**src/grb_pkg.sv**
```systemverilog
// Shared types, constants and helpers for the GPIO register block.
`timescale 1ns / 1ps

package grb_pkg;

   localparam int NUM_PINS      = 54;
   localparam int FSEL_MAX_PINS = 60;
   localparam int FSEL_PINS     = (NUM_PINS < FSEL_MAX_PINS) ? NUM_PINS : FSEL_MAX_PINS;
   localparam int FSEL_BITS     = 3;
   localparam int FSEL_PER_WORD = 10;
   localparam int NUM_DETECT    = 6;
   localparam int WORD_W        = 32;
   localparam int ADDR_W        = 6;

   localparam logic [FSEL_BITS-1:0] FSEL_OUTPUT = 3'b001;

   // word map
   localparam logic [ADDR_W-1:0] ADDR_FSEL_LAST = 6'd5;
   localparam logic [ADDR_W-1:0] ADDR_SET       = 6'd7;
   localparam logic [ADDR_W-1:0] ADDR_CLR       = 6'd10;
   localparam logic [ADDR_W-1:0] ADDR_LEV       = 6'd13;
   localparam logic [ADDR_W-1:0] ADDR_STS       = 6'd16;
   localparam int                ADDR_DET_BASE  = 19;
   localparam int                ADDR_DET_STEP  = 3;

   // detect bank order
   localparam int DET_RISE   = 0;
   localparam int DET_FALL   = 1;
   localparam int DET_HIGH   = 2;
   localparam int DET_LOW    = 3;
   localparam int DET_ARISE  = 4;
   localparam int DET_AFALL  = 5;

   typedef enum logic [1:0] {
      REQ_TICK  = 2'd0,
      REQ_READ  = 2'd1,
      REQ_WRITE = 2'd2
   } grb_req_type;

   typedef logic [NUM_PINS-1:0] grb_pins_type;

   typedef struct packed {
      logic               fire;
      logic [1:0]         req;
      logic [ADDR_W-1:0]  word_addr;
      logic [WORD_W-1:0]  write_data;
      grb_pins_type       pin_levels;
   } grb_access_type;

   typedef struct packed {
      logic [WORD_W-1:0]  read_data;
      grb_pins_type       drive_levels;
      grb_pins_type       drive_enables;
      logic               event_pending;
      logic               bad_address;
   } grb_result_type;

   // 32-bit word placed into the low or high half of a pin vector
   function automatic grb_pins_type place(logic [WORD_W-1:0] d, logic hi);
      logic [63:0] x;
      x = hi ? {d, 32'b0} : {32'b0, d};
      return x[NUM_PINS-1:0];
   endfunction

   function automatic logic [WORD_W-1:0] word_of(grb_pins_type v, logic hi);
      logic [63:0] x;
      x = 64'(v);
      return hi ? x[63:32] : x[31:0];
   endfunction

   function automatic grb_pins_type replace_half(grb_pins_type v, logic [WORD_W-1:0] d,
                                                 logic hi);
      logic [63:0] x;
      x = 64'(v);
      if (hi) begin
         x[63:32] = d;
      end else begin
         x[31:0] = d;
      end
      return x[NUM_PINS-1:0];
   endfunction

endpackage

```
**src/grb_regfile.sv**
```systemverilog
// Register file: word decode, state update and event detection for one item.
`timescale 1ns / 1ps

module grb_regfile (
   input  logic                    clock,
   input  logic                    reset,
   input  grb_pkg::grb_access_type acc,
   output grb_pkg::grb_result_type res
);
   import grb_pkg::*;

   logic [FSEL_BITS-1:0] fsel_ff [FSEL_PINS];
   logic [FSEL_BITS-1:0] fsel_in [FSEL_PINS];
   grb_pins_type         det_ff  [NUM_DETECT];
   grb_pins_type         det_in  [NUM_DETECT];
   grb_pins_type         latch_ff, latch_in;
   grb_pins_type         sts_ff, sts_in;
   grb_pins_type         prev_ff, prev_in;

   grb_pins_type         cur, sts_clr, ev, dren;
   logic                 wr, mapped;
   logic [WORD_W-1:0]    rd;
   logic [ADDR_W-1:0]    w;

   always_comb begin
      w        = acc.word_addr;
      cur      = acc.pin_levels;
      wr       = (acc.req == REQ_WRITE);
      mapped   = 1'b0;
      rd       = '0;
      fsel_in  = fsel_ff;
      det_in   = det_ff;
      latch_in = latch_ff;
      sts_clr  = sts_ff;

      if (w <= ADDR_FSEL_LAST) begin
         mapped = 1'b1;
         // each pin's select sits at a fixed word and slot
         for (int p = 0; p < FSEL_PINS; p++) begin
            if (w == ADDR_W'(p / FSEL_PER_WORD)) begin
               rd = rd | (WORD_W'(fsel_ff[p]) << (FSEL_BITS * (p % FSEL_PER_WORD)));
               if (wr) begin
                  fsel_in[p] = acc.write_data[FSEL_BITS * (p % FSEL_PER_WORD) +: FSEL_BITS];
               end
            end
         end
      end else if (w == ADDR_SET || w == ADDR_SET + 6'd1) begin
         mapped = 1'b1;
         if (wr) latch_in = latch_ff | place(acc.write_data, w != ADDR_SET);
      end else if (w == ADDR_CLR || w == ADDR_CLR + 6'd1) begin
         mapped = 1'b1;
         if (wr) latch_in = latch_ff & ~place(acc.write_data, w != ADDR_CLR);
      end else if (w == ADDR_LEV || w == ADDR_LEV + 6'd1) begin
         mapped = 1'b1;
         rd     = word_of(cur, w != ADDR_LEV);
      end else if (w == ADDR_STS || w == ADDR_STS + 6'd1) begin
         mapped = 1'b1;
         rd     = word_of(sts_ff, w != ADDR_STS);
         if (wr) sts_clr = sts_ff & ~place(acc.write_data, w != ADDR_STS);
      end else begin
         for (int k = 0; k < NUM_DETECT; k++) begin
            if (w == ADDR_W'(ADDR_DET_BASE + ADDR_DET_STEP * k) ||
                w == ADDR_W'(ADDR_DET_BASE + ADDR_DET_STEP * k + 1)) begin
               mapped = 1'b1;
               rd     = word_of(det_ff[k], w != ADDR_W'(ADDR_DET_BASE + ADDR_DET_STEP * k));
               if (wr) begin
                  det_in[k] = replace_half(det_ff[k], acc.write_data,
                                 w != ADDR_W'(ADDR_DET_BASE + ADDR_DET_STEP * k));
               end
            end
         end
      end

      // detection uses enables after this item's write
      ev = (det_in[DET_RISE]  &  cur & ~prev_ff)
         | (det_in[DET_FALL]  & ~cur &  prev_ff)
         | (det_in[DET_HIGH]  &  cur)
         | (det_in[DET_LOW]   & ~cur)
         | (det_in[DET_ARISE] &  cur & ~prev_ff)
         | (det_in[DET_AFALL] & ~cur &  prev_ff);
      sts_in  = sts_clr | ev;
      prev_in = cur;

      dren = '0;
      for (int p = 0; p < FSEL_PINS; p++) begin
         dren[p] = (fsel_in[p] == FSEL_OUTPUT);
      end

      res.read_data     = (acc.req == REQ_READ && mapped) ? rd : '0;
      res.drive_levels  = latch_in;
      res.drive_enables = dren;
      res.event_pending = |sts_in;
      res.bad_address   = (acc.req == REQ_READ || acc.req == REQ_WRITE) && !mapped;
   end

   always_ff @(posedge clock) begin
      if (reset) begin
         for (int p = 0; p < FSEL_PINS; p++) fsel_ff[p] <= '0;
         for (int k = 0; k < NUM_DETECT; k++) det_ff[k] <= '0;
         latch_ff <= '0;
         sts_ff   <= '0;
         prev_ff  <= '0;
      end else if (acc.fire) begin
         fsel_ff  <= fsel_in;
         det_ff   <= det_in;
         latch_ff <= latch_in;
         sts_ff   <= sts_in;
         prev_ff  <= prev_in;
      end
   end

endmodule

```
**src/gpio_register_block.sv**
```systemverilog
// Top level of the GPIO register block: input register, register file, result register.
// Flow: an accepted item is held in the input register, then passes through the register file
// into the result register when that register is free; its result is taken from there.
// Throughput: one item per cycle when not stalled; the register file updates all state at once.
// Backpressure: rsp_stall holds the result register, and the input stage then fills and stalls.
// Reset (synchronous, active high) clears both stages and all state: function selects to
// input, output latch, event status, detect enables and previous pin sample to zero.
`timescale 1ns / 1ps

module gpio_register_block (
   input  logic                          clock,
   input  logic                          reset,
   input  logic                          req_valid,
   output logic                          req_stall,
   input  logic [1:0]                    req_type,
   input  logic [grb_pkg::ADDR_W-1:0]    req_word_addr,
   input  logic [grb_pkg::WORD_W-1:0]    req_write_data,
   input  logic [grb_pkg::NUM_PINS-1:0]  req_pin_levels,
   output logic                          rsp_valid,
   input  logic                          rsp_stall,
   output logic [grb_pkg::WORD_W-1:0]    rsp_read_data,
   output logic [grb_pkg::NUM_PINS-1:0]  rsp_drive_levels,
   output logic [grb_pkg::NUM_PINS-1:0]  rsp_drive_enables,
   output logic                          rsp_event_pending,
   output logic                          rsp_bad_address
);
   import grb_pkg::*;

   // input stage
   logic               s1_valid_ff, s1_valid_in;
   logic [1:0]         s1_req_ff;
   logic [ADDR_W-1:0]  s1_addr_ff;
   logic [WORD_W-1:0]  s1_data_ff;
   grb_pins_type       s1_pins_ff;

   // result stage
   logic               rsp_valid_ff, rsp_valid_in;
   grb_result_type     rsp_ff;

   logic               out_free, advance, accept;
   grb_access_type     acc;
   grb_result_type     res;

   // the result register frees when empty or being taken this cycle
   assign out_free  = !rsp_valid_ff || !rsp_stall;
   assign advance   = s1_valid_ff && out_free;
   assign req_stall = s1_valid_ff && !out_free;
   assign accept    = req_valid && !req_stall;

   assign s1_valid_in  = accept ? 1'b1 : (advance ? 1'b0 : s1_valid_ff);
   assign rsp_valid_in = advance ? 1'b1 : (rsp_stall ? rsp_valid_ff : 1'b0);

   // state commits exactly when an item moves into the result register
   assign acc.fire       = advance;
   assign acc.req        = s1_req_ff;
   assign acc.word_addr  = s1_addr_ff;
   assign acc.write_data = s1_data_ff;
   assign acc.pin_levels = s1_pins_ff;

   grb_regfile u_regfile (
      .clock (clock),
      .reset (reset),
      .acc   (acc),
      .res   (res)
   );

   always_ff @(posedge clock) begin
      if (reset) begin
         s1_valid_ff  <= 1'b0;
         rsp_valid_ff <= 1'b0;
      end else begin
         s1_valid_ff  <= s1_valid_in;
         rsp_valid_ff <= rsp_valid_in;
      end
   end

   // payload registers, no reset needed
   always_ff @(posedge clock) begin
      if (accept) begin
         s1_req_ff  <= req_type;
         s1_addr_ff <= req_word_addr;
         s1_data_ff <= req_write_data;
         s1_pins_ff <= req_pin_levels;
      end
      if (advance) begin
         rsp_ff <= res;
      end
   end

   assign rsp_valid         = rsp_valid_ff;
   assign rsp_read_data     = rsp_ff.read_data;
   assign rsp_drive_levels  = rsp_ff.drive_levels;
   assign rsp_drive_enables = rsp_ff.drive_enables;
   assign rsp_event_pending = rsp_ff.event_pending;
   assign rsp_bad_address   = rsp_ff.bad_address;

   // an item moved forward always shows up as a result
   a_advance_valid: assert property (@(posedge clock) disable iff (reset)
      advance |=> rsp_valid_ff)
      else $error("item advanced but no result registered");

   // a held input item is not lost while the output is blocked
   a_s1_hold: assert property (@(posedge clock) disable iff (reset)
      (s1_valid_ff && !advance) |=> s1_valid_ff)
      else $error("input stage item dropped");

   // no state commit while a result is stuck
   a_no_overwrite: assert property (@(posedge clock) disable iff (reset)
      (rsp_valid_ff && rsp_stall) |-> !advance)
      else $error("stalled result overwritten");

   // reset empties both stages
   a_reset_empty: assert property (@(posedge clock)
      reset |=> (!s1_valid_ff && !rsp_valid_ff))
      else $error("pipeline not empty after reset");

endmodule

```
**config.mk**
```make
export PLATFORM = sky130hd
export DESIGN_NAME = gpio_register_block
export DESIGN_NICKNAME = d
export VERILOG_FILES = /design/src/grb_pkg.sv /design/src/grb_regfile.sv /design/src/gpio_register_block.sv
export SDC_FILE = /design/constraint.sdc
export NUM_CORES = 2
export LEC_CHECK = 0
export BUFFER_PORTS_ARGS = -buffer_cell sky130_fd_sc_hd__buf_2
export CAP_MARGIN = 20
export CORE_ASPECT_RATIO = 1.5
export CORE_MARGIN = 1
export CORE_UTILIZATION = 37
export CTS_CLUSTER_DIAMETER = 150
export DETAILED_ROUTE_END_ITERATION = 7
export HOLD_SLACK_MARGIN = 0.08
export PLACE_DENSITY = 0.51
export SLEW_MARGIN = 20
export SYNTH_ARGS = -nofsm -noshare
export SYNTH_HDL_FRONTEND = slang
export SYNTH_SLANG_ARGS = --single-unit
```
**constraint.sdc**
```tcl
create_clock -name clock -period 7.9 [get_ports clock]
set_input_delay 1.58 -clock clock [delete_from_list [all_inputs] [get_ports clock]]
set_output_delay 1.58 -clock clock [all_outputs]
set_load 0.005 [all_outputs]
```
==> flow_metrics.env <==
export IMPL_synth_most_common_cell="nand2_1"
export IMPL_design_core_area_sq_um=112800
export IMPL_synth_seq_area_share_pct=47.86
export IMPL_slowest_delay_ns=0.92
export IMPL_grt_overflow=0
export IMPL_max_cap_violations=0
export IMPL_peakVddDrop_uv=146.3
export IMPL_setup_viol=0
export IMPL_post_cts_resize_count=0
export IMPL_crit_path_end_kind="flip-flop"
export IMPL_cts_hold_repair_buffers=0
export IMPL_rows=151
export IMPL_grt_max_degree=180
export IMPL_min_path_type="reg2reg"
export IMPL_slew_violations=0
export IMPL_cts_buffers=90
export IMPL_path_class="reg2reg"
export IMPL_antenna_found_initial=16
export IMPL_yosys_top_cells_count="nand2_1 (1285), a21oi_1 (738), dfxtp_1 (650)"
export IMPL_place_congestion=1.118
export IMPL_grt_pass1_vias=41422
export IMPL_crit_slowest_cell="nor3_1"
export IMPL_synth_edf_count=236
export IMPL_avgViaCountPerCell=6.519
export IMPL_ys_ff_latch=886
export IMPL_ys_warn_count=0
export IMPL_cp_start_kind="flip-flop"
export IMPL_cts_root_buf="clkbuf_16"
export IMPL_synth_area_leaders="dfxtp_1 (31%), edfxtp_1 (17%), nand2_1 (11%)"
export IMPL_fin_area_sq_um=48060
export IMPL_area_growth_pct=14.44
export IMPL_syn_num_nets=5305
export IMPL_crit_arrival_ns=6.43
export IMPL_layout_cells_non_filler=6814
export IMPL_route_detailed_drc=6
export IMPL_synth_cell_types=95
export IMPL_synth_xor_area_share_pct=0.08044
export IMPL_hold_violations=0
export IMPL_power_density_nw_per_um2=214.3
export IMPL_path_clk_slew_ns=0.07
export IMPL_fin_nets=5371
export IMPL_tns_ns=0
export IMPL_clk_path_buf_depth=3
export IMPL_drive_above_1_share_pct=12.87
export IMPL_fillers=11402
export IMPL_period_share_pct=75.68
export IMPL_insertion_delay_ns=0.74
export IMPL_track_usage_pct=41.75
export IMPL_synthCells=5205
export IMPL_synthesis_area_sq_um=42000
export IMPL_syn_avg_cell_area_sq_um=8.068
export IMPL_io_buffers=241
export IMPL_synth_top_area_share_pct=30.99
export IMPL_wire_per_inst_um=36.27
export IMPL_ant_nets=0
export IMPL_synth_adder_area_share_pct=0.05959
export IMPL_io_pins=242
export IMPL_post_cts_buffers=0
export IMPL_cts_sinks=886
export IMPL_synthArstFlopShare_pct=0
export IMPL_placed_cells=6629
export IMPL_violations="design-rule violations"
export IMPL_yosys_area_share_simple_pct=20.10
export IMPL_finalWirelength_um=247100
export IMPL_cp_top_family="simple AND/OR/NAND/NOR gates"
export IMPL_cts_tree="yes"
export IMPL_die_h_um=414.6
export IMPL_p_leak_uw=0.01601
export IMPL_whs_ns=0.4547
export IMPL_p_total_uw=10300
export IMPL_yosys_area_top_type="dfxtp_1"
export IMPL_dp_hpwl_um=172400
export IMPL_run_status="finished, violations left"
export IMPL_place_area_sq_um=44980
export IMPL_clock_fmax_mhz=167.3
export IMPL_drt_iter0_markers=6049
export IMPL_grt_setup_unrepaired="false"
export IMPL_critPathMaxFanout=25
export IMPL_vias=44419
export IMPL_cp_required_ns=8.35
export IMPL_synthMuxAreaShare_pct=2.494
export IMPL_die_x_um=277.1
export IMPL_relSlewSlack_pct=10.84
export IMPL_grt_pass1_wl_um=336600
export IMPL_period_needed_ns=5.978
export IMPL_finalClockSkew_ns=0.04037
export IMPL_synth_top_family_by_area="compound AO/OA/AOI/OAI gates"
export IMPL_worstPathCellList="inv_1 > ha_1 > nand3b_1 > nor2_2 > buf_4 > mux2_2 > nor3_1 > o21ai_0 > nor4_1 > nand4_1 > or4_1"
export IMPL_synth_compound_area_share_pct=24.22
export IMPL_worstMarginPinSlew_ns=1.320
export IMPL_ys_flop_type="dfxtp_1"
export IMPL_initial_core_util_pct=37.23
export IMPL_firstDrtPassIters=8
export IMPL_cp_num_buf_inv=2
export IMPL_htreeDepth=3
export IMPL_dieArea_sq_um=114900
## per-layer routing
layer / global-route usage (%) / routed length [um] / vias to the layer above
met5: 0 / 89 / -
met3: 11.09 / 25640 / 999
met2: 63.46 / 107800 / 3068
met1: 49.58 / 90540 / 21673
li1: - / - / 18665
met4: 33.75 / 23050 / 14
## registers in the layout, summed over array words and instances, names as in the netlist
name,cells
s1_valid_ff,1
s1_req_ff,2
u_regfile.sts_ff,54
u_regfile.latch_ff,54
u_regfile.fsel_ff,162
s1_pins_ff,54
rsp_event_pending,1
rsp_valid,1
u_regfile.prev_ff,54
rsp_drive_enables,54
u_regfile.det_ff,324
rsp_read_data,32
s1_addr_ff,6
s1_data_ff,32
rsp_bad_address,1
rsp_drive_levels,54
## where the power goes
part	switching [uW]	total, uW	internal (uW)
combinational	660	873	214
sequential	133	4900	4770
clock	2030	4520	2500
## final timing paths
path / start / to / slack (ns) / cells after the start
worst max-delay path: s1_req_ff[0] / rsp_event_pending / 1.92 / 11
worst min-delay path: u_regfile.fsel_ff[84] / u_regfile.fsel_ff[84] / 0.45 / 2
worst max register to register: s1_req_ff[0] / rsp_event_pending / 1.92 / 11
worst min register to register: u_regfile.fsel_ff[84] / u_regfile.fsel_ff[84] / 0.45 / 2
## kinds of logic (layout without fill, tap and decap cells)
kind of cell	count (synthesis)	count (layout)
AOI/OAI and AO/OA	1636	1636
muxes	91	91
DFF	886	886
buffers and inverters	564	706
other	0	14
adders and majority gates	2	2
and+or+nand+nor	2023	2023
xor gates and xnor gates	3	3
## tightest hold or removal path: stages (launching register included)
cell	delay, ns
dfxtp_1	0.31
nand2_1	0.05
a21oi_1	0.05
## layout by cell type (no fill, tap or decap), drive strengths merged, types with 11 or more instances in the layout
cell type / synthesis / routed
o211ai: 40 / 40
a221o: 21 / 21
mux2i: 63 / 63
and3: 24 / 24
clkbuf: 402 / 110
o311ai: 11 / 11
a2111oi: 12 / 12
o2bb2ai: 11 / 11
a21oi: 738 / 738
or3: 16 / 16
a211o: 14 / 14
a311oi: 11 / 11
o221ai: 26 / 26
nand3: 59 / 59
o2111ai: 15 / 15
o21ai: 237 / 237
edfxtp: 236 / 236
dfxtp: 650 / 650
o31ai: 25 / 25
o22a: 25 / 25
nor3: 119 / 119
mux2: 19 / 19
o41ai: 56 / 56
diode: 0 / 14
nand2: 1285 / 1285
a222oi: 18 / 18
clkinv: 2 / 38
o22ai: 96 / 96
a21boi: 22 / 22
a22o: 28 / 28
nor4: 29 / 29
inv: 105 / 112
a221oi: 31 / 31
a22oi: 61 / 61
a31oi: 36 / 36
buf: 55 / 431
nor2: 394 / 394
a211oi: 51 / 51
## through the flow
stage,util (%),setup slack (ns)
floorplan,-,0.7985
global placement,39.86,2.140
detailed placement,39.88,2.446
CTS,42.55,2.386
global route,42.59,2.068
finish,42.61,1.922
## cell type report
class	count	area, sq um	area share (%)
antenna	14	35.03	0.07289
clock buffer	110	2504	5.209
clock inverter	58	509.2	1.060
inverter	107	409.1	0.8513
multi-input combinational	3755	19990	41.58
sequential	886	20100	41.82
tap	1453	1818	3.783
timing repair buffer	431	2701	5.621
Note: power is estimated with default switching activity, not from simulation.
